## config.mk

```make
export PLATFORM = sky130hd
export DESIGN_NAME = two_agent_q_learning_step_flat
export DESIGN_NICKNAME = d
export VERILOG_FILES = /design/src/hw/rtl/tqls_pkg.sv /design/src/hw/rtl/tqls_in_if.sv /design/src/hw/rtl/tqls_out_if.sv /design/src/hw/rtl/tqls_cfg_if.sv /design/src/hw/rtl/two_agent_q_learning_step.sv /design/src/flat_wrapper.sv
export VERILOG_INCLUDE_DIRS = /design/src /design/src/hw/rtl
export SDC_FILE = /design/constraint.sdc
export NUM_CORES = 2
export LEC_CHECK = 0
export ABC_AREA = 1
export BUFFER_PORTS_ARGS = -buffer_cell sky130_fd_sc_hd__buf_2
export CORE_MARGIN = 2
export CORE_UTILIZATION = 55
export CTS_CLUSTER_SIZE = 20
export DETAILED_ROUTE_END_ITERATION = 10
export PLACE_DENSITY = 0.72
export SYNTH_ARGS = -nofsm -noshare
export SYNTH_HDL_FRONTEND = slang
export SYNTH_SLANG_ARGS = --single-unit
```

## constraint.sdc

```tcl
create_clock -name clk -period 9.69 [get_ports clk]
set_input_delay 2.4225 -clock clk [delete_from_list [all_inputs] [get_ports clk]]
set_output_delay 2.4225 -clock clk [all_outputs]
set_load 0.05 [all_outputs]
```

## src/hw/rtl/two_agent_q_learning_step_defines.svh

```systemverilog
// ---------------------------------------------------------------------------
// Two-agent Q-learning step: assertion macros
// Concurrent assertion wrappers that compile away in synthesis builds.
// ---------------------------------------------------------------------------
`ifndef TWO_AGENT_Q_LEARNING_STEP_DEFINES_SVH
`define TWO_AGENT_Q_LEARNING_STEP_DEFINES_SVH

`ifndef SYNTHESIS

// Consequent must hold in the same cycle as the antecedent.
`define TQLS_ASSERT_NOW(name, clk, rst_n, ante, cons) \
  name: assert property (@(posedge clk) disable iff (!rst_n) (ante) |-> (cons)) \
    else $error("tqls assertion failed");

// Consequent must hold in the cycle after the antecedent.
`define TQLS_ASSERT_NEXT(name, clk, rst_n, ante, cons) \
  name: assert property (@(posedge clk) disable iff (!rst_n) (ante) |=> (cons)) \
    else $error("tqls assertion failed");

`else

`define TQLS_ASSERT_NOW(name, clk, rst_n, ante, cons)
`define TQLS_ASSERT_NEXT(name, clk, rst_n, ante, cons)

`endif

`endif

```

## src/hw/rtl/tqls_pkg.sv

```systemverilog
// ---------------------------------------------------------------------------
// Two-agent Q-learning step: shared package
// Field widths, item codes, register indexes, reset values and the
// logistic lookup table used by the action choice.
// ---------------------------------------------------------------------------
package tqls_pkg;

  // Fixed field widths.
  localparam int PAY_W      = 24;  // payoffs, signed Q11.12
  localparam int PROB_W     = 16;  // probabilities, fraction of 65536
  localparam int CTRL_W     = 16;  // alpha, gamma, inverse temperature
  localparam int CFG_IDX_W  = 3;
  localparam int CFG_DATA_W = 24;

  // Fraction bits of alpha and gamma.
  localparam int FRAC_SH = 16;

  // Logistic table geometry: 16 segments of 2^23 over an argument in Q.24.
  localparam int SIG_STEP_BITS = 23;
  localparam int SIG_SEG_BITS  = 4;
  localparam int SIG_X_BITS    = SIG_STEP_BITS + SIG_SEG_BITS;
  localparam int SPAN_W        = 14;

  localparam logic [PROB_W-1:0] SIG_TOP  = 16'd65514;
  localparam logic [PROB_W:0]   PROB_ONE = 17'h10000;

  // Input item kinds.
  localparam logic KIND_PLAY    = 1'b0;
  localparam logic KIND_RESTART = 1'b1;

  // Configuration register indexes.
  typedef enum logic [CFG_IDX_W-1:0] {
    REG_LEARN_RATE = 3'd0,
    REG_DISCOUNT   = 3'd1,
    REG_INV_TEMP   = 3'd2,
    REG_BENEFIT    = 3'd3,
    REG_COST       = 3'd4,
    REG_PENALTY    = 3'd5
  } cfg_reg_t;

  // Register reset values.
  localparam logic [CTRL_W-1:0]       LEARN_RATE_RST = 16'd6554;
  localparam logic [CTRL_W-1:0]       DISCOUNT_RST   = 16'd64881;
  localparam logic [CTRL_W-1:0]       INV_TEMP_RST   = 16'd12288;
  localparam logic signed [PAY_W-1:0] BENEFIT_RST    = 24'sd8192;
  localparam logic signed [PAY_W-1:0] COST_RST       = 24'sd4096;
  localparam logic signed [PAY_W-1:0] PENALTY_RST    = -24'sd4096;

  // Logistic samples at steps of 0.5 from 0 to 8.
  function automatic logic [PROB_W-1:0] sig_tab(input logic [SIG_SEG_BITS:0] idx);
    logic [PROB_W-1:0] val;
    unique case (idx)
      5'd0:    val = 16'd32768;
      5'd1:    val = 16'd40793;
      5'd2:    val = 16'd47911;
      5'd3:    val = 16'd53581;
      5'd4:    val = 16'd57724;
      5'd5:    val = 16'd60565;
      5'd6:    val = 16'd62428;
      5'd7:    val = 16'd63615;
      5'd8:    val = 16'd64357;
      5'd9:    val = 16'd64816;
      5'd10:   val = 16'd65097;
      5'd11:   val = 16'd65269;
      5'd12:   val = 16'd65374;
      5'd13:   val = 16'd65438;
      5'd14:   val = 16'd65476;
      5'd15:   val = 16'd65500;
      default: val = SIG_TOP;
    endcase
    return val;
  endfunction

  // Rise of the logistic over one segment.
  function automatic logic [SPAN_W-1:0] sig_span(input logic [SIG_SEG_BITS-1:0] seg);
    logic [PROB_W-1:0] lo;
    logic [PROB_W-1:0] hi;
    lo = sig_tab({1'b0, seg});
    hi = sig_tab({1'b0, seg} + 5'd1);
    return SPAN_W'(hi - lo);
  endfunction

  // Saturate a 25-bit payoff sum to the signed 24-bit range.
  function automatic logic signed [PAY_W-1:0] sat24(input logic signed [PAY_W:0] v);
    logic signed [PAY_W-1:0] res;
    if (v > 25'sd8388607) begin
      res = 24'sh7FFFFF;
    end else if (v < -25'sd8388608) begin
      res = 24'sh800000;
    end else begin
      res = v[PAY_W-1:0];
    end
    return res;
  endfunction

endpackage

```

## src/hw/rtl/tqls_in_if.sv

```systemverilog
// ---------------------------------------------------------------------------
// Two-agent Q-learning step: input channel
// Carries play and restart items with their random fractions.
// ---------------------------------------------------------------------------
interface tqls_in_if #(
  parameter int RAND_WIDTH = 16
);
  logic                  valid;
  logic                  ready;
  logic                  kind;
  logic [RAND_WIDTH-1:0] random_first;
  logic [RAND_WIDTH-1:0] random_second;
  logic                  start_state;

  modport source (
    output valid, kind, random_first, random_second, start_state,
    input  ready
  );

  modport sink (
    input  valid, kind, random_first, random_second, start_state,
    output ready
  );
endinterface

```

## src/hw/rtl/tqls_out_if.sv

```systemverilog
// ---------------------------------------------------------------------------
// Two-agent Q-learning step: result channel
// Carries the actions, payoffs and cooperate probabilities of one round.
// ---------------------------------------------------------------------------
interface tqls_out_if;
  logic                                valid;
  logic                                ready;
  logic                                action_first;
  logic                                action_second;
  logic                                both_cooperated;
  logic                                next_state;
  logic signed [tqls_pkg::PAY_W-1:0]   reward_first;
  logic signed [tqls_pkg::PAY_W-1:0]   reward_second;
  logic        [tqls_pkg::PROB_W-1:0]  coop_prob_first_s0;
  logic        [tqls_pkg::PROB_W-1:0]  coop_prob_first_s1;
  logic        [tqls_pkg::PROB_W-1:0]  coop_prob_second_s0;
  logic        [tqls_pkg::PROB_W-1:0]  coop_prob_second_s1;

  modport source (
    output valid, action_first, action_second, both_cooperated, next_state,
           reward_first, reward_second, coop_prob_first_s0, coop_prob_first_s1,
           coop_prob_second_s0, coop_prob_second_s1,
    input  ready
  );

  modport sink (
    input  valid, action_first, action_second, both_cooperated, next_state,
           reward_first, reward_second, coop_prob_first_s0, coop_prob_first_s1,
           coop_prob_second_s0, coop_prob_second_s1,
    output ready
  );
endinterface

```

## src/hw/rtl/tqls_cfg_if.sv

```systemverilog
// ---------------------------------------------------------------------------
// Two-agent Q-learning step: configuration write channel
// Carries a register index and its write data.
// ---------------------------------------------------------------------------
interface tqls_cfg_if;
  logic                                valid;
  logic                                ready;
  logic [tqls_pkg::CFG_IDX_W-1:0]      index;
  logic [tqls_pkg::CFG_DATA_W-1:0]     data;

  modport source (
    output valid, index, data,
    input  ready
  );

  modport sink (
    input  valid, index, data,
    output ready
  );
endinterface

```

## src/hw/rtl/two_agent_q_learning_step.sv

```systemverilog
// ---------------------------------------------------------------------------
// Two-agent Q-learning step
// Q table for two agents, two game states and two actions. A play item
// picks both actions by a logistic choice, pays out, moves the game state
// and applies a saturating Q update; a restart item clears the table.
//
//   channel   direction  handshake      payload
//   in_ch     in         valid/ready    kind, random_first/second, start_state
//   out_ch    out        valid/ready    actions, next state, rewards, probs
//   cfg_ch    in         valid/ready    index, data (always ready)
//
// A play item runs through the probability, decision and update steps, and
// the block accepts the next item once it is back in idle; a restart item is
// handled within idle. One multiplier, shared by the probability, discount
// and learning-rate products, is used at most once per sequencer step.
// Reset restores the configuration defaults and marks the table empty.
// A result waiting on out_ch does not stop the next item from starting; the
// final step waits only when the previous result has not been taken yet.
// ---------------------------------------------------------------------------
`include "two_agent_q_learning_step_defines.svh"

module two_agent_q_learning_step #(
  parameter int Q_WIDTH    = 24,
  parameter int RAND_WIDTH = 16
) (
  input  logic       clk,
  input  logic       rst_n,
  tqls_in_if.sink    in_ch,
  tqls_out_if.source out_ch,
  tqls_cfg_if.sink   cfg_ch
);

  // Error term width, multiplier operand and product widths.
  localparam int EW = ((Q_WIDTH > tqls_pkg::PAY_W) ? Q_WIDTH : tqls_pkg::PAY_W) + 2;
  localparam int MA = (EW > tqls_pkg::SIG_X_BITS + 1) ? EW : tqls_pkg::SIG_X_BITS + 1;
  localparam int MB = tqls_pkg::CTRL_W + 1;
  localparam int PW = MA + MB;
  localparam int SW = EW + 1;
  localparam int MW = (Q_WIDTH + 1 > tqls_pkg::SIG_X_BITS + 1) ?
                      Q_WIDTH + 1 : tqls_pkg::SIG_X_BITS + 1;

  localparam logic signed [SW-1:0] QMAX_S = {{(SW-Q_WIDTH+1){1'b0}}, {(Q_WIDTH-1){1'b1}}};
  localparam logic signed [SW-1:0] QMIN_S = {{(SW-Q_WIDTH+1){1'b1}}, {(Q_WIDTH-1){1'b0}}};

  typedef enum logic [3:0] {
    ST_IDLE,
    ST_PX,
    ST_PI,
    ST_PW,
    ST_DECIDE,
    ST_U0,
    ST_U1,
    ST_U2,
    ST_U3,
    ST_U4,
    ST_U5
  } state_t;

  state_t state_r;
  logic [1:0] k_r;

  // Configuration registers.
  logic        [tqls_pkg::CTRL_W-1:0] learn_rate_r;
  logic        [tqls_pkg::CTRL_W-1:0] discount_r;
  logic        [tqls_pkg::CTRL_W-1:0] inv_temp_r;
  logic signed [tqls_pkg::PAY_W-1:0]  benefit_r;
  logic signed [tqls_pkg::PAY_W-1:0]  cost_r;
  logic signed [tqls_pkg::PAY_W-1:0]  penalty_r;

  // Q table: entry index is agent, state, action.
  logic signed [Q_WIDTH-1:0] q_mem [8];
  logic [7:0]                q_valid_r;
  logic signed [Q_WIDTH-1:0] rd0_r;
  logic signed [Q_WIDTH-1:0] rd1_r;
  logic [1:0]                rd_row;
  logic                      q_we;
  logic [2:0]                q_waddr;
  logic signed [Q_WIDTH-1:0] q_wdata;

  // Shared multiplier.
  logic signed [MA-1:0] mul_a;
  logic signed [MB-1:0] mul_b;
  logic signed [PW-1:0] mul_r;
  logic signed [EW-1:0] mul_hi;

  // Probability datapath.
  logic signed [MW-1:0]                 diff;
  logic        [MW-1:0]                 mag;
  logic                                 sat_c;
  logic                                 top_c;
  logic                                 neg_r;
  logic                                 sat_r;
  logic                                 top_r;
  logic [tqls_pkg::SIG_SEG_BITS-1:0]    i_r;
  logic [tqls_pkg::PROB_W:0]            p_lin;
  logic [tqls_pkg::PROB_W:0]            p_abs;
  logic [tqls_pkg::PROB_W:0]            p_sgn;
  logic [tqls_pkg::PROB_W-1:0]          prob_w;
  logic [tqls_pkg::PROB_W-1:0]          prob_r [4];

  // Round decision.
  logic [RAND_WIDTH-1:0]              rnd0_r;
  logic [RAND_WIDTH-1:0]              rnd1_r;
  logic                               game_state_r;
  logic [tqls_pkg::PROB_W-1:0]        p0_c;
  logic [tqls_pkg::PROB_W-1:0]        p1_c;
  logic                               act0_c;
  logic                               act1_c;
  logic                               nxt_c;
  logic signed [tqls_pkg::PAY_W-1:0]  bmc_c;
  logic signed [tqls_pkg::PAY_W-1:0]  negc_c;
  logic signed [tqls_pkg::PAY_W-1:0]  rew0_c;
  logic signed [tqls_pkg::PAY_W-1:0]  rew1_c;
  logic                               act0_r;
  logic                               act1_r;
  logic                               nxt_r;
  logic signed [tqls_pkg::PAY_W-1:0]  rew0_r;
  logic signed [tqls_pkg::PAY_W-1:0]  rew1_r;

  // Update datapath.
  logic signed [Q_WIDTH-1:0] qmax;
  logic signed [Q_WIDTH-1:0] cur_c;
  logic signed [EW-1:0]      gq_sel;
  logic signed [tqls_pkg::PAY_W-1:0] rew_sel;
  logic signed [EW-1:0]      e_c;
  logic signed [EW-1:0]      gq0_r;
  logic signed [EW-1:0]      gq1_r;
  logic signed [EW-1:0]      e0_r;
  logic signed [EW-1:0]      e1_r;
  logic signed [Q_WIDTH-1:0] cur0_r;
  logic signed [Q_WIDTH-1:0] cur1_r;
  logic signed [Q_WIDTH-1:0] wcur;
  logic signed [SW-1:0]      wsum;

  // Result register.
  logic                               out_valid_r;
  logic                               out_free;
  logic                               out_act0_r;
  logic                               out_act1_r;
  logic                               out_nxt_r;
  logic signed [tqls_pkg::PAY_W-1:0]  out_rew0_r;
  logic signed [tqls_pkg::PAY_W-1:0]  out_rew1_r;
  logic [tqls_pkg::PROB_W-1:0]        out_p00_r;
  logic [tqls_pkg::PROB_W-1:0]        out_p01_r;
  logic [tqls_pkg::PROB_W-1:0]        out_p10_r;
  logic [tqls_pkg::PROB_W-1:0]        out_p11_r;

  logic in_acc;

  assign in_ch.ready  = (state_r == ST_IDLE);
  assign in_acc       = in_ch.valid && in_ch.ready;
  assign cfg_ch.ready = 1'b1;
  assign out_free     = !out_valid_r || out_ch.ready;

  // Table row to read in the next cycle, one step ahead of its use.
  // While idle the first row is read so a new item starts with it.
  always_comb begin
    rd_row = 2'd0;
    unique case (state_r)
      ST_IDLE:   rd_row = 2'd0;
      ST_PI:     rd_row = k_r + 2'd1;
      ST_DECIDE: rd_row = {1'b0, nxt_c};
      ST_U0:     rd_row = {1'b1, nxt_r};
      ST_U1:     rd_row = {1'b0, game_state_r};
      ST_U2:     rd_row = {1'b1, game_state_r};
      default:   rd_row = k_r;
    endcase
  end

  // Table write and registered read; entries never written read as zero.
  always_ff @(posedge clk) begin
    if (q_we) begin
      q_mem[q_waddr] <= q_wdata;
    end
    rd0_r <= q_valid_r[{rd_row, 1'b0}] ? q_mem[{rd_row, 1'b0}] : '0;
    rd1_r <= q_valid_r[{rd_row, 1'b1}] ? q_mem[{rd_row, 1'b1}] : '0;
  end

  // Magnitude of Q0 - Q1 for the logistic argument.
  always_comb begin
    diff  = MW'(rd0_r) - MW'(rd1_r);
    mag   = diff[MW-1] ? MW'(-diff) : MW'(diff);
    sat_c = |mag[MW-1:tqls_pkg::SIG_X_BITS];
    top_c = sat_r || (|mul_r[PW-1:tqls_pkg::SIG_X_BITS]);
  end

  // Interpolated logistic and its mirror for a negative argument.
  always_comb begin
    p_lin = (tqls_pkg::PROB_W+1)'(tqls_pkg::sig_tab({1'b0, i_r}))
          + (tqls_pkg::PROB_W+1)'(mul_r[tqls_pkg::SIG_STEP_BITS+tqls_pkg::SPAN_W-1:
                                        tqls_pkg::SIG_STEP_BITS]);
    p_abs  = top_r ? {1'b0, tqls_pkg::SIG_TOP} : p_lin;
    p_sgn  = neg_r ? (tqls_pkg::PROB_ONE - p_abs) : p_abs;
    prob_w = p_sgn[tqls_pkg::PROB_W-1:0];
  end

  // Action choice, next state and payoffs.
  always_comb begin
    p0_c   = game_state_r ? prob_r[1] : prob_r[0];
    p1_c   = game_state_r ? prob_r[3] : prob_r[2];
    act0_c = !({rnd0_r, {tqls_pkg::PROB_W{1'b0}}} < {p0_c, {RAND_WIDTH{1'b0}}});
    act1_c = !({rnd1_r, {tqls_pkg::PROB_W{1'b0}}} < {p1_c, {RAND_WIDTH{1'b0}}});
    nxt_c  = act0_c || act1_c;
    bmc_c  = tqls_pkg::sat24((tqls_pkg::PAY_W+1)'(benefit_r) -
                             (tqls_pkg::PAY_W+1)'(cost_r));
    negc_c = tqls_pkg::sat24(-(tqls_pkg::PAY_W+1)'(cost_r));
    if (game_state_r) begin
      rew0_c = penalty_r;
      rew1_c = penalty_r;
    end else begin
      unique case ({act0_c, act1_c})
        2'b00: begin
          rew0_c = bmc_c;
          rew1_c = bmc_c;
        end
        2'b01: begin
          rew0_c = negc_c;
          rew1_c = benefit_r;
        end
        2'b10: begin
          rew0_c = benefit_r;
          rew1_c = negc_c;
        end
        default: begin
          rew0_c = '0;
          rew1_c = '0;
        end
      endcase
    end
  end

  // Update terms: max over the next state, error, saturated new entry.
  always_comb begin
    mul_hi  = mul_r[EW+tqls_pkg::FRAC_SH-1:tqls_pkg::FRAC_SH];
    qmax    = (rd0_r > rd1_r) ? rd0_r : rd1_r;
    if (state_r == ST_U2) begin
      cur_c   = act0_r ? rd1_r : rd0_r;
      gq_sel  = gq0_r;
      rew_sel = rew0_r;
    end else begin
      cur_c   = act1_r ? rd1_r : rd0_r;
      gq_sel  = gq1_r;
      rew_sel = rew1_r;
    end
    e_c     = EW'(rew_sel) + gq_sel - EW'(cur_c);
    wcur    = (state_r == ST_U4) ? cur0_r : cur1_r;
    wsum    = SW'(wcur) + SW'(mul_hi);
    if (wsum > QMAX_S) begin
      q_wdata = QMAX_S[Q_WIDTH-1:0];
    end else if (wsum < QMIN_S) begin
      q_wdata = QMIN_S[Q_WIDTH-1:0];
    end else begin
      q_wdata = wsum[Q_WIDTH-1:0];
    end
    q_we    = (state_r == ST_U4) || ((state_r == ST_U5) && out_free);
    q_waddr = (state_r == ST_U4) ? {1'b0, game_state_r, act0_r}
                                 : {1'b1, game_state_r, act1_r};
  end

  // Operand selection for the shared multiplier.
  always_comb begin
    mul_a = '0;
    mul_b = '0;
    unique case (state_r)
      ST_PX: begin
        mul_a = MA'($signed({1'b0, mag[tqls_pkg::SIG_X_BITS-1:0]}));
        mul_b = $signed({1'b0, inv_temp_r});
      end
      ST_PI: begin
        mul_a = MA'($signed({1'b0, mul_r[tqls_pkg::SIG_STEP_BITS-1:0]}));
        mul_b = $signed(MB'(tqls_pkg::sig_span(
                  mul_r[tqls_pkg::SIG_X_BITS-1:tqls_pkg::SIG_STEP_BITS])));
      end
      ST_U0, ST_U1: begin
        mul_a = MA'(qmax);
        mul_b = $signed({1'b0, discount_r});
      end
      ST_U3: begin
        mul_a = MA'(e0_r);
        mul_b = $signed({1'b0, learn_rate_r});
      end
      ST_U4, ST_U5: begin
        mul_a = MA'(e1_r);
        mul_b = $signed({1'b0, learn_rate_r});
      end
      default: begin
        mul_a = '0;
        mul_b = '0;
      end
    endcase
  end

  always_ff @(posedge clk) begin
    mul_r <= mul_a * mul_b;
  end

  // Sequencer, configuration registers and result register.
  always_ff @(posedge clk) begin
    if (!rst_n) begin
      state_r      <= ST_IDLE;
      k_r          <= 2'd0;
      q_valid_r    <= '0;
      game_state_r <= 1'b0;
      out_valid_r  <= 1'b0;
      learn_rate_r <= tqls_pkg::LEARN_RATE_RST;
      discount_r   <= tqls_pkg::DISCOUNT_RST;
      inv_temp_r   <= tqls_pkg::INV_TEMP_RST;
      benefit_r    <= tqls_pkg::BENEFIT_RST;
      cost_r       <= tqls_pkg::COST_RST;
      penalty_r    <= tqls_pkg::PENALTY_RST;
    end else begin
      // Register writes.
      if (cfg_ch.valid && cfg_ch.ready) begin
        unique case (cfg_ch.index)
          tqls_pkg::REG_LEARN_RATE: learn_rate_r <= cfg_ch.data[tqls_pkg::CTRL_W-1:0];
          tqls_pkg::REG_DISCOUNT:   discount_r   <= cfg_ch.data[tqls_pkg::CTRL_W-1:0];
          tqls_pkg::REG_INV_TEMP:   inv_temp_r   <= cfg_ch.data[tqls_pkg::CTRL_W-1:0];
          tqls_pkg::REG_BENEFIT:    benefit_r    <= cfg_ch.data;
          tqls_pkg::REG_COST:       cost_r       <= cfg_ch.data;
          tqls_pkg::REG_PENALTY:    penalty_r    <= cfg_ch.data;
          default: ;
        endcase
      end

      // A taken result frees the register unless the final step reloads it.
      if (out_valid_r && out_ch.ready && (state_r != ST_U5)) begin
        out_valid_r <= 1'b0;
      end

      if (q_we) begin
        q_valid_r[q_waddr] <= 1'b1;
      end

      unique case (state_r)
        ST_IDLE: begin
          if (in_acc) begin
            if (in_ch.kind == tqls_pkg::KIND_RESTART) begin
              q_valid_r    <= '0;
              game_state_r <= in_ch.start_state;
            end else begin
              rnd0_r  <= in_ch.random_first;
              rnd1_r  <= in_ch.random_second;
              k_r     <= 2'd0;
              state_r <= ST_PX;
            end
          end
        end
        // Argument product for row k; finish the previous row's probability.
        ST_PX: begin
          neg_r <= diff[MW-1];
          sat_r <= sat_c && (inv_temp_r != '0);
          if (k_r != 2'd0) begin
            prob_r[k_r - 2'd1] <= prob_w;
          end
          state_r <= ST_PI;
        end
        // Segment lookup and interpolation product.
        ST_PI: begin
          top_r <= top_c;
          i_r   <= mul_r[tqls_pkg::SIG_X_BITS-1:tqls_pkg::SIG_STEP_BITS];
          if (k_r == 2'd3) begin
            state_r <= ST_PW;
          end else begin
            k_r     <= k_r + 2'd1;
            state_r <= ST_PX;
          end
        end
        ST_PW: begin
          prob_r[3] <= prob_w;
          state_r   <= ST_DECIDE;
        end
        ST_DECIDE: begin
          act0_r  <= act0_c;
          act1_r  <= act1_c;
          nxt_r   <= nxt_c;
          rew0_r  <= rew0_c;
          rew1_r  <= rew1_c;
          state_r <= ST_U0;
        end
        ST_U0: begin
          state_r <= ST_U1;
        end
        ST_U1: begin
          gq0_r   <= mul_hi;
          state_r <= ST_U2;
        end
        ST_U2: begin
          gq1_r   <= mul_hi;
          cur0_r  <= cur_c;
          e0_r    <= e_c;
          state_r <= ST_U3;
        end
        ST_U3: begin
          cur1_r  <= cur_c;
          e1_r    <= e_c;
          state_r <= ST_U4;
        end
        ST_U4: begin
          state_r <= ST_U5;
        end
        // Second entry written as the result is loaded.
        ST_U5: begin
          if (out_free) begin
            out_valid_r  <= 1'b1;
            out_act0_r   <= act0_r;
            out_act1_r   <= act1_r;
            out_nxt_r    <= nxt_r;
            out_rew0_r   <= rew0_r;
            out_rew1_r   <= rew1_r;
            out_p00_r    <= prob_r[0];
            out_p01_r    <= prob_r[1];
            out_p10_r    <= prob_r[2];
            out_p11_r    <= prob_r[3];
            game_state_r <= nxt_r;
            state_r      <= ST_IDLE;
          end
        end
        default: begin
          state_r <= ST_IDLE;
        end
      endcase
    end
  end

  // Result channel.
  assign out_ch.valid               = out_valid_r;
  assign out_ch.action_first        = out_act0_r;
  assign out_ch.action_second       = out_act1_r;
  assign out_ch.both_cooperated     = !out_nxt_r;
  assign out_ch.next_state          = out_nxt_r;
  assign out_ch.reward_first        = out_rew0_r;
  assign out_ch.reward_second       = out_rew1_r;
  assign out_ch.coop_prob_first_s0  = out_p00_r;
  assign out_ch.coop_prob_first_s1  = out_p01_r;
  assign out_ch.coop_prob_second_s0 = out_p10_r;
  assign out_ch.coop_prob_second_s1 = out_p11_r;

  // A restart leaves the whole table empty.
  `TQLS_ASSERT_NEXT(a_restart_clears, clk, rst_n, in_acc && (in_ch.kind == tqls_pkg::KIND_RESTART), q_valid_r == '0)
  // Table writes happen only in the two update steps.
  `TQLS_ASSERT_NOW(a_write_in_update, clk, rst_n, q_we, (state_r == ST_U4) || (state_r == ST_U5))
  // A new result appears only out of the final update step.
  `TQLS_ASSERT_NOW(a_out_from_last, clk, rst_n, $rose(out_valid_r), $past(state_r) == ST_U5)
  // Both agents cooperating and the next state agree.
  `TQLS_ASSERT_NOW(a_out_consistent, clk, rst_n, out_ch.valid, out_ch.both_cooperated != out_ch.next_state)

endmodule
```

## src/flat_wrapper.sv

```systemverilog
// flat-port wrapper written by rule: the top's interface ports become plain ports
module two_agent_q_learning_step_flat 
#(
  parameter int Q_WIDTH    = 24,
  parameter int RAND_WIDTH = 16
)
  (clk, rst_n, in_ch_valid, in_ch_kind, in_ch_random_first, in_ch_random_second, in_ch_start_state, in_ch_ready, out_ch_valid, out_ch_action_first, out_ch_action_second, out_ch_both_cooperated, out_ch_next_state, out_ch_reward_first, out_ch_reward_second, out_ch_coop_prob_first_s0, out_ch_coop_prob_first_s1, out_ch_coop_prob_second_s0, out_ch_coop_prob_second_s1, out_ch_ready, cfg_ch_valid, cfg_ch_index, cfg_ch_data, cfg_ch_ready);
  tqls_in_if #(.RAND_WIDTH(RAND_WIDTH)) in_ch_i ();
  tqls_out_if out_ch_i ();
  tqls_cfg_if cfg_ch_i ();
  input  logic clk;
  input  logic rst_n;
  input wire logic [$bits(in_ch_i.valid)-1:0] in_ch_valid;
  input wire logic [$bits(in_ch_i.kind)-1:0] in_ch_kind;
  input wire logic [$bits(in_ch_i.random_first)-1:0] in_ch_random_first;
  input wire logic [$bits(in_ch_i.random_second)-1:0] in_ch_random_second;
  input wire logic [$bits(in_ch_i.start_state)-1:0] in_ch_start_state;
  output wire logic [$bits(in_ch_i.ready)-1:0] in_ch_ready;
  output wire logic [$bits(out_ch_i.valid)-1:0] out_ch_valid;
  output wire logic [$bits(out_ch_i.action_first)-1:0] out_ch_action_first;
  output wire logic [$bits(out_ch_i.action_second)-1:0] out_ch_action_second;
  output wire logic [$bits(out_ch_i.both_cooperated)-1:0] out_ch_both_cooperated;
  output wire logic [$bits(out_ch_i.next_state)-1:0] out_ch_next_state;
  output wire logic [$bits(out_ch_i.reward_first)-1:0] out_ch_reward_first;
  output wire logic [$bits(out_ch_i.reward_second)-1:0] out_ch_reward_second;
  output wire logic [$bits(out_ch_i.coop_prob_first_s0)-1:0] out_ch_coop_prob_first_s0;
  output wire logic [$bits(out_ch_i.coop_prob_first_s1)-1:0] out_ch_coop_prob_first_s1;
  output wire logic [$bits(out_ch_i.coop_prob_second_s0)-1:0] out_ch_coop_prob_second_s0;
  output wire logic [$bits(out_ch_i.coop_prob_second_s1)-1:0] out_ch_coop_prob_second_s1;
  input wire logic [$bits(out_ch_i.ready)-1:0] out_ch_ready;
  input wire logic [$bits(cfg_ch_i.valid)-1:0] cfg_ch_valid;
  input wire logic [$bits(cfg_ch_i.index)-1:0] cfg_ch_index;
  input wire logic [$bits(cfg_ch_i.data)-1:0] cfg_ch_data;
  output wire logic [$bits(cfg_ch_i.ready)-1:0] cfg_ch_ready;
  assign in_ch_i.valid = in_ch_valid;
  assign in_ch_i.kind = in_ch_kind;
  assign in_ch_i.random_first = in_ch_random_first;
  assign in_ch_i.random_second = in_ch_random_second;
  assign in_ch_i.start_state = in_ch_start_state;
  assign in_ch_ready = in_ch_i.ready;
  assign out_ch_valid = out_ch_i.valid;
  assign out_ch_action_first = out_ch_i.action_first;
  assign out_ch_action_second = out_ch_i.action_second;
  assign out_ch_both_cooperated = out_ch_i.both_cooperated;
  assign out_ch_next_state = out_ch_i.next_state;
  assign out_ch_reward_first = out_ch_i.reward_first;
  assign out_ch_reward_second = out_ch_i.reward_second;
  assign out_ch_coop_prob_first_s0 = out_ch_i.coop_prob_first_s0;
  assign out_ch_coop_prob_first_s1 = out_ch_i.coop_prob_first_s1;
  assign out_ch_coop_prob_second_s0 = out_ch_i.coop_prob_second_s0;
  assign out_ch_coop_prob_second_s1 = out_ch_i.coop_prob_second_s1;
  assign out_ch_i.ready = out_ch_ready;
  assign cfg_ch_i.valid = cfg_ch_valid;
  assign cfg_ch_i.index = cfg_ch_index;
  assign cfg_ch_i.data = cfg_ch_data;
  assign cfg_ch_ready = cfg_ch_i.ready;
  two_agent_q_learning_step #(.Q_WIDTH(Q_WIDTH), .RAND_WIDTH(RAND_WIDTH)) u_core (.clk(clk), .rst_n(rst_n), .in_ch(in_ch_i), .out_ch(out_ch_i), .cfg_ch(cfg_ch_i));
endmodule
```

---- Yosys cells after proc, flatten, opt, wreduce, memory -nomap -nowiden ----
Memories as Yosys holds them, arrays and structs flattened. A register that Yosys moved wholly into a read port is not among the register bits.
Index checks and enable logic that the tools add are counted.
word-level totals
  memory bits (writable) .................. 256
  ROM bits ................................ 720
  word-level logic and storage cells ...... 209
  memories ................................ 5
  register bits ........................... 538
memories
  memory            depth  width  rd ports  clocked after Yosys merged registers in  wr ports  line                             RTL
  (name not given)  16     15     1         1                                        0         tqls_pkg.sv:52                   unique case (idx)
  (name not given)  16     15     1         0                                        0         tqls_pkg.sv:52
  (name not given)  16     15     1         1                                        0         tqls_pkg.sv:52
  u_core.q_mem      8      24     2         2                                        1         two_agent_q_learning_step.sv:71  logic signed [Q_WIDTH-1:0] q_mem [8];
  u_core.prob_r     4      16     4         0                                        1         two_agent_q_learning_step.sv:99  logic [tqls_pkg::PROB_W-1:0] prob_r [4];
operators by class
  bitwise gates (word level) .............. 2
  add/sub/neg operators ................... 13
  reductions and logical operators ........ 45
  multiplexer cells ....................... 68
  multiply operators ...................... 1
  order comparisons ....................... 13
  equality and inequality tests ........... 24
operators by type and width
  operator              count
  $mux 24               14
  $pmux 24 s3           2
  $pmux 28 s5           1
  $mux 16               5
  $lt 32x32->1          2
  $pmux 16 s4           1
  $gt 25x24->1 const B  2
  $lt 25x24->1 const B  2
  $sub 24x24->25        2
  $mul 28x17->45        1
  $pmux 4 s11           1
  $mux 14               3
  $mux 8                4
  $mux 28               1
  $neg 28->28           1
  $add 24x26->27        1
  $gt 27x24->1 const B  1
  $lt 27x24->1 const B  1
  $add 24x26->26        1
  $mux 26               1
  $sub 26x24->26        1
  $neg 24->25           1
  $gt 24x24->1          1
  $reduce_and 2->1      12
  45 further kinds      104

---- Depth between registers and ports, before layout ----
  depth in word-level cells ............... 11
  gate-level depth with buffers ........... 56
  mapped depth without buffers ............ 55

---- Worst setup path before layout ----
Ideal clock, no wire load.
  path type ............................... register -> register
  start ................................... register u_core.mul_r[23]
  end ..................................... register with a tool-made name
  setup slack ............................. 0.757 ns
  cell stages (with the launch flop) ...... 47
  path buffers ............................ 2
  arrival time ............................ 8.875 ns
  setup time .............................. 0.058 ns
  cell sequence ........................... dfxtp_1 ha_1 nor2_1 nor2_1 inv_1 clkbuf_1 nand2_1 nand2_1 o21ai_0 nand2_1 ha_1 inv_1 fa_1 inv_1 o31ai_1 inv_1 nor2_1 nor3_1 (+11 left out) fa_1 inv_1 ha_1 nand2_1 inv_1 a21oi_1 nand2_1 a21oi_1 o21ai_0 nand2_1 nand3_1 nand2_1 inv_1 ha_1 or2_2 nand2_1 nand2_1 nand2_1
RTL lines
  item                    line                              RTL
  from (decl)             two_agent_q_learning_step.sv:83   logic signed [PW-1:0] mul_r;
  from (signal assigned)  two_agent_q_learning_step.sv:294  mul_r <= mul_a * mul_b;

==> results by group <==
Power and ir drop
  • Switch Pwr: a little over 0.005 W
  • Int Power: 0.007794 W
  • Sequential Power Share: 33.9%
  • Leak Pwr: about 33 nW
  • Pwr dens: 192.5 nW/um^2
  • Comb power frac: between 30% and 40%
  • Clk network pwr share: a little over a quarter
  • Power Total: ~0.013 W
  • Sw frac: 39.98%
  • Peak supply drop: about 0.00014 V

Timing
  • Skew final: about 0.033 ns
  • RSZ-0062 raised after global routing: no
  • Setup tns final: 0 ns
  • Final Slew Violations: 0
  • Final Setup Violations: 0
  • Fin crit period: slightly above 9 ns
  • Slew HR: about 23%
  • Setup WS post-layout: ~0.37 ns
  • Period utilization: a little over nine tenths
  • Final hold violations: 0
  • Worst-Margin Slew: 1.143 ns
  • Fmax: 107.3 MHz

CTS
  • CTS tree: yes
  • Cts bufs inserted: between 90 and 100
  • Reg clk slew, reported paths: roughly 0.060 ns
  • Max H-tree Level: 3
  • CTS Hold Bufs: 0
  • Maximum clock insertion buffer count: 3
  • Clock Root Buffer: clkbuf_16
  • Clk_lat worst skew: a little under 0.7 ns
  • Clock sinks: around 870

Logic synthesis
  • Flops & latches, synth: approximately 870
  • Mux cell area share after synthesis: 1.316%
  • Syn Inst Count: between 7k and 8k
  • Simple-Gate Fraction of Synth Area: between 10% and 20%
  • Sequential element share of the synthesized area: between 30% and 40%
  • Largest family of logic cells by synthesized area: adder cells
  • Synth Cell Area: between 60000 and 70000 um^2
  • Synth Area in XOR/XNOR: under 10%
  • Synth warn: 0
  • Synth Area in Compound Gates: between 7 and 8%
  • Async SR Flop Fraction: 0%
  • Leading register cell type out of synthesis: edfxtp_1
  • Synth Area in Adders: 21.08%
  • Syn Nets: around 7.9k
  • Mean post-synth cell area: around 8.6 um^2
  • EDFF count, synth: a little over 600
  • Yosys cell types: 66

Route
  • Vias per cell: around 5.6
  • First drt pass iteration count: 6
  • DRC Markers: 0
  • DRT iter0 DRCs: between 4k and 5k
  • Post-route ant nets: 0
  • WL per Instance: roughly 21 um
  • WL final: roughly 190000 um
  • Routed vias: roughly 50k

Layout
  • Area Growth Syn to Fin: 10.14%
  • Final design utilization: 61.04%
  • Final nets: slightly above 8k
  • Fillers: a little under 10k
  • Non-Filler Instances: slightly below 9k
  • Layout cell share with drive strength beyond 1: under 10%

Floorplan
  • Placement row count: between 100 and 150
  • Chip width: about 340 um
  • IO Count: approximately 190
  • Core Region: about 110000 um^2
  • Initial Utilization: a little under three fifths
  • Die height: between 300 and 400 um
  • Die area: roughly 110000 um^2

GRT
  • Initial antenna violation count: 4
  • Global-route wire length before repair: around 280000 um
  • GRT Total Usage: between 30% and 40%
  • Largest net degree at the start of global routing: 85
  • Vias in the first global route: between 40k and 50k
  • GRT Residual Overflow: 0

Worst setup path
  • CP max FO: 20
  • Slowest-stage cell, CP: o211ai_1
  • Slowest Stage Delay on Critical Path: roughly 0.6 ns
  • Crit path DAT: approximately 9.9 ns
  • CP endpoint kind: flip-flop
  • Crit path kind: reg2reg
  • CP required: roughly 10 ns
  • CP startpoint kind: flip-flop

Place
  • Routability Congestion: slightly above 1
  • Pre-CTS setup slack: 0.3526 ns
  • Dpl cells: between 8k and 9k
  • Port buffer count: around 180
  • Dpl hpwl: 143000 um

Outcome
  • Status: completed

Min path
  • Worst min path class: reg2reg

Job
  • Max Cap Violations: 0
## sequential cells by signal (all words and copies together), names as in the netlist, 24 cells and up, named ones only
| signal | cells |
|---|---|
| u_core.rd1_r | 24 |
| u_core.e0_r | 26 |
| u_core.rew1_r | 24 |
| u_core.prob_r | 64 |
| u_core.mul_r | 45 |
| u_core.rew0_r | 24 |
| u_core.cur0_r | 24 |
| u_core.out_ch.reward_first | 24 |
| u_core.rd0_r | 24 |
| u_core.e1_r | 26 |
| u_core.penalty_r | 24 |
| u_core.benefit_r | 24 |
| u_core.out_ch.reward_second | 24 |
| u_core.cur1_r | 24 |
| u_core.q_mem | 192 |
| u_core.gq0_r | 26 |
| u_core.gq1_r | 26 |
| u_core.cost_r | 24 |
## layer usage
layer / GRT usage [%] / up-vias / wire length (um)
met4: 12.61 / 0 / 8011
met5: 0 / - / 0
met2: 52.21 / 2237 / 85420
met3: 4.956 / 403 / 16210
li1: - / 23046 / -
met1: 45.29 / 23995 / 76870
## critical path: cells and delay by family (launching register included)
kind / cells / cell delay [ns]
buffers and inverters: 10 / 1.45
DFF: 1 / 0.43
adders and majority gates: 8 / 3.78
and+or+nand+nor: 19 / 2.60
xor gates and xnor gates: 1 / 0.21
AOI/OAI and AO/OA: 2 / 0.70
## final timing paths
path	start	to	slack [ns]	cells after the start
setup / recovery	u_core.rd1_r[7]$_SDFF_PN0_	flip-flop	0.37	40
hold / removal	u_core.prob_r[1][6]$_DFFE_PP_	u_core.out_ch.coop_prob_first_s1[6]$_DFFE_PP_	0.44	0
setup reg to reg	u_core.rd1_r[7]$_SDFF_PN0_	flip-flop	0.37	40
hold reg to reg	u_core.prob_r[1][6]$_DFFE_PP_	u_core.out_ch.coop_prob_first_s1[6]$_DFFE_PP_	0.44	0
## power groups by stage
| stage | clock (W) | sequential, W | combinational (W) |
|---|---|---|---|
| global placement | 0 | 0.00447 | 0.00483 |
| global route | 0.00372 | 0.00440 | 0.00556 |
| finish | 0.00353 | 0.00440 | 0.00505 |
| floorplan | 0 | 0.00439 | 0.00341 |
| CTS | 0.00358 | 0.00440 | 0.00492 |
| detailed placement | 0 | 0.00447 | 0.00489 |
## layout by cell type (no fill, tap or decap), types with 150 or more instances in the layout
master	instances
a21oi_1	354
nand3_1	452
ha_1	291
inv_1	1316
o21ai_0	270
nand2_1	1691
nor2_1	493
fa_1	463
buf_4	150
buf_2	182
edfxtp_1	613
dfxtp_1	256
## what timing repair did
action | 4_1_cts | 5_1_grt
setup buffers | 0 | 5
setup endpoints to repair | 0 | 25
gates resized for setup | 0 | 17
## logic make-up (layout without fill, tap and decap cells)
| group | count (synthesis) | after routing |
|---|---|---|
| other | 2 | 3 |
| XOR/XNOR | 148 | 148 |
| AO/OA/AOI/OAI | 846 | 846 |
| buffers and inverters | 1555 | 1850 |
| multiplexers | 80 | 80 |
| flip-flops | 871 | 871 |
| AND/OR/NAND/NOR | 2839 | 2839 |
| adder cells (fa/ha/maj) | 754 | 754 |
## area by class of cell
| cell class | count | area, um^2 | area share [%] |
|---|---|---|---|
| flip-flops and latches | 871 | 23580 | 34.95 |
| multi-input cells | 4669 | 31810 | 47.16 |
| clock inverters | 52 | 447.9 | 0.6641 |
| diodes | 1 | 2.502 | 0.003710 |
| repair buffers | 337 | 2111 | 3.129 |
| clock buffers | 120 | 2592 | 3.843 |
| well taps | 1488 | 1862 | 2.760 |
| inverters | 1341 | 5047 | 7.483 |
## synthesized netlist by cell type (all sizes together), types with 15 or more instances
master | n | share of area, %
clkbuf | 124 | 0.76
ha | 291 | 5.9
fa | 463 | 15
nor2 | 516 | 3.2
a21o | 24 | 0.29
mux2i | 76 | 1.2
nor3 | 45 | 0.38
a22oi | 22 | 0.27
xnor2 | 55 | 0.79
edfxtp | 613 | 30
o211ai | 47 | 0.58
nand4 | 50 | 0.60
inv | 1333 | 8.2
o21ai | 292 | 2.4
buf | 90 | 0.86
a31oi | 16 | 0.16
a21oi | 358 | 2.9
nand2 | 1713 | 11
xor2 | 93 | 1.3
nor4 | 15 | 0.15
nand3 | 470 | 4.0
dfxtp | 258 | 8.4
## stage by stage
stage / cell area, um^2 / hold slack (ns)
6_report: 67450 / 0.4427
5_1_grt: 67450 / 0.4462
4_1_cts: 67350 / 0.4414
3_5_place_dp: 64310 / 0.4291
3_3_place_gp: 64310 / 0.4265
2_1_floorplan: 61240 / 0.4204
(Power assumes the default switching activity.)
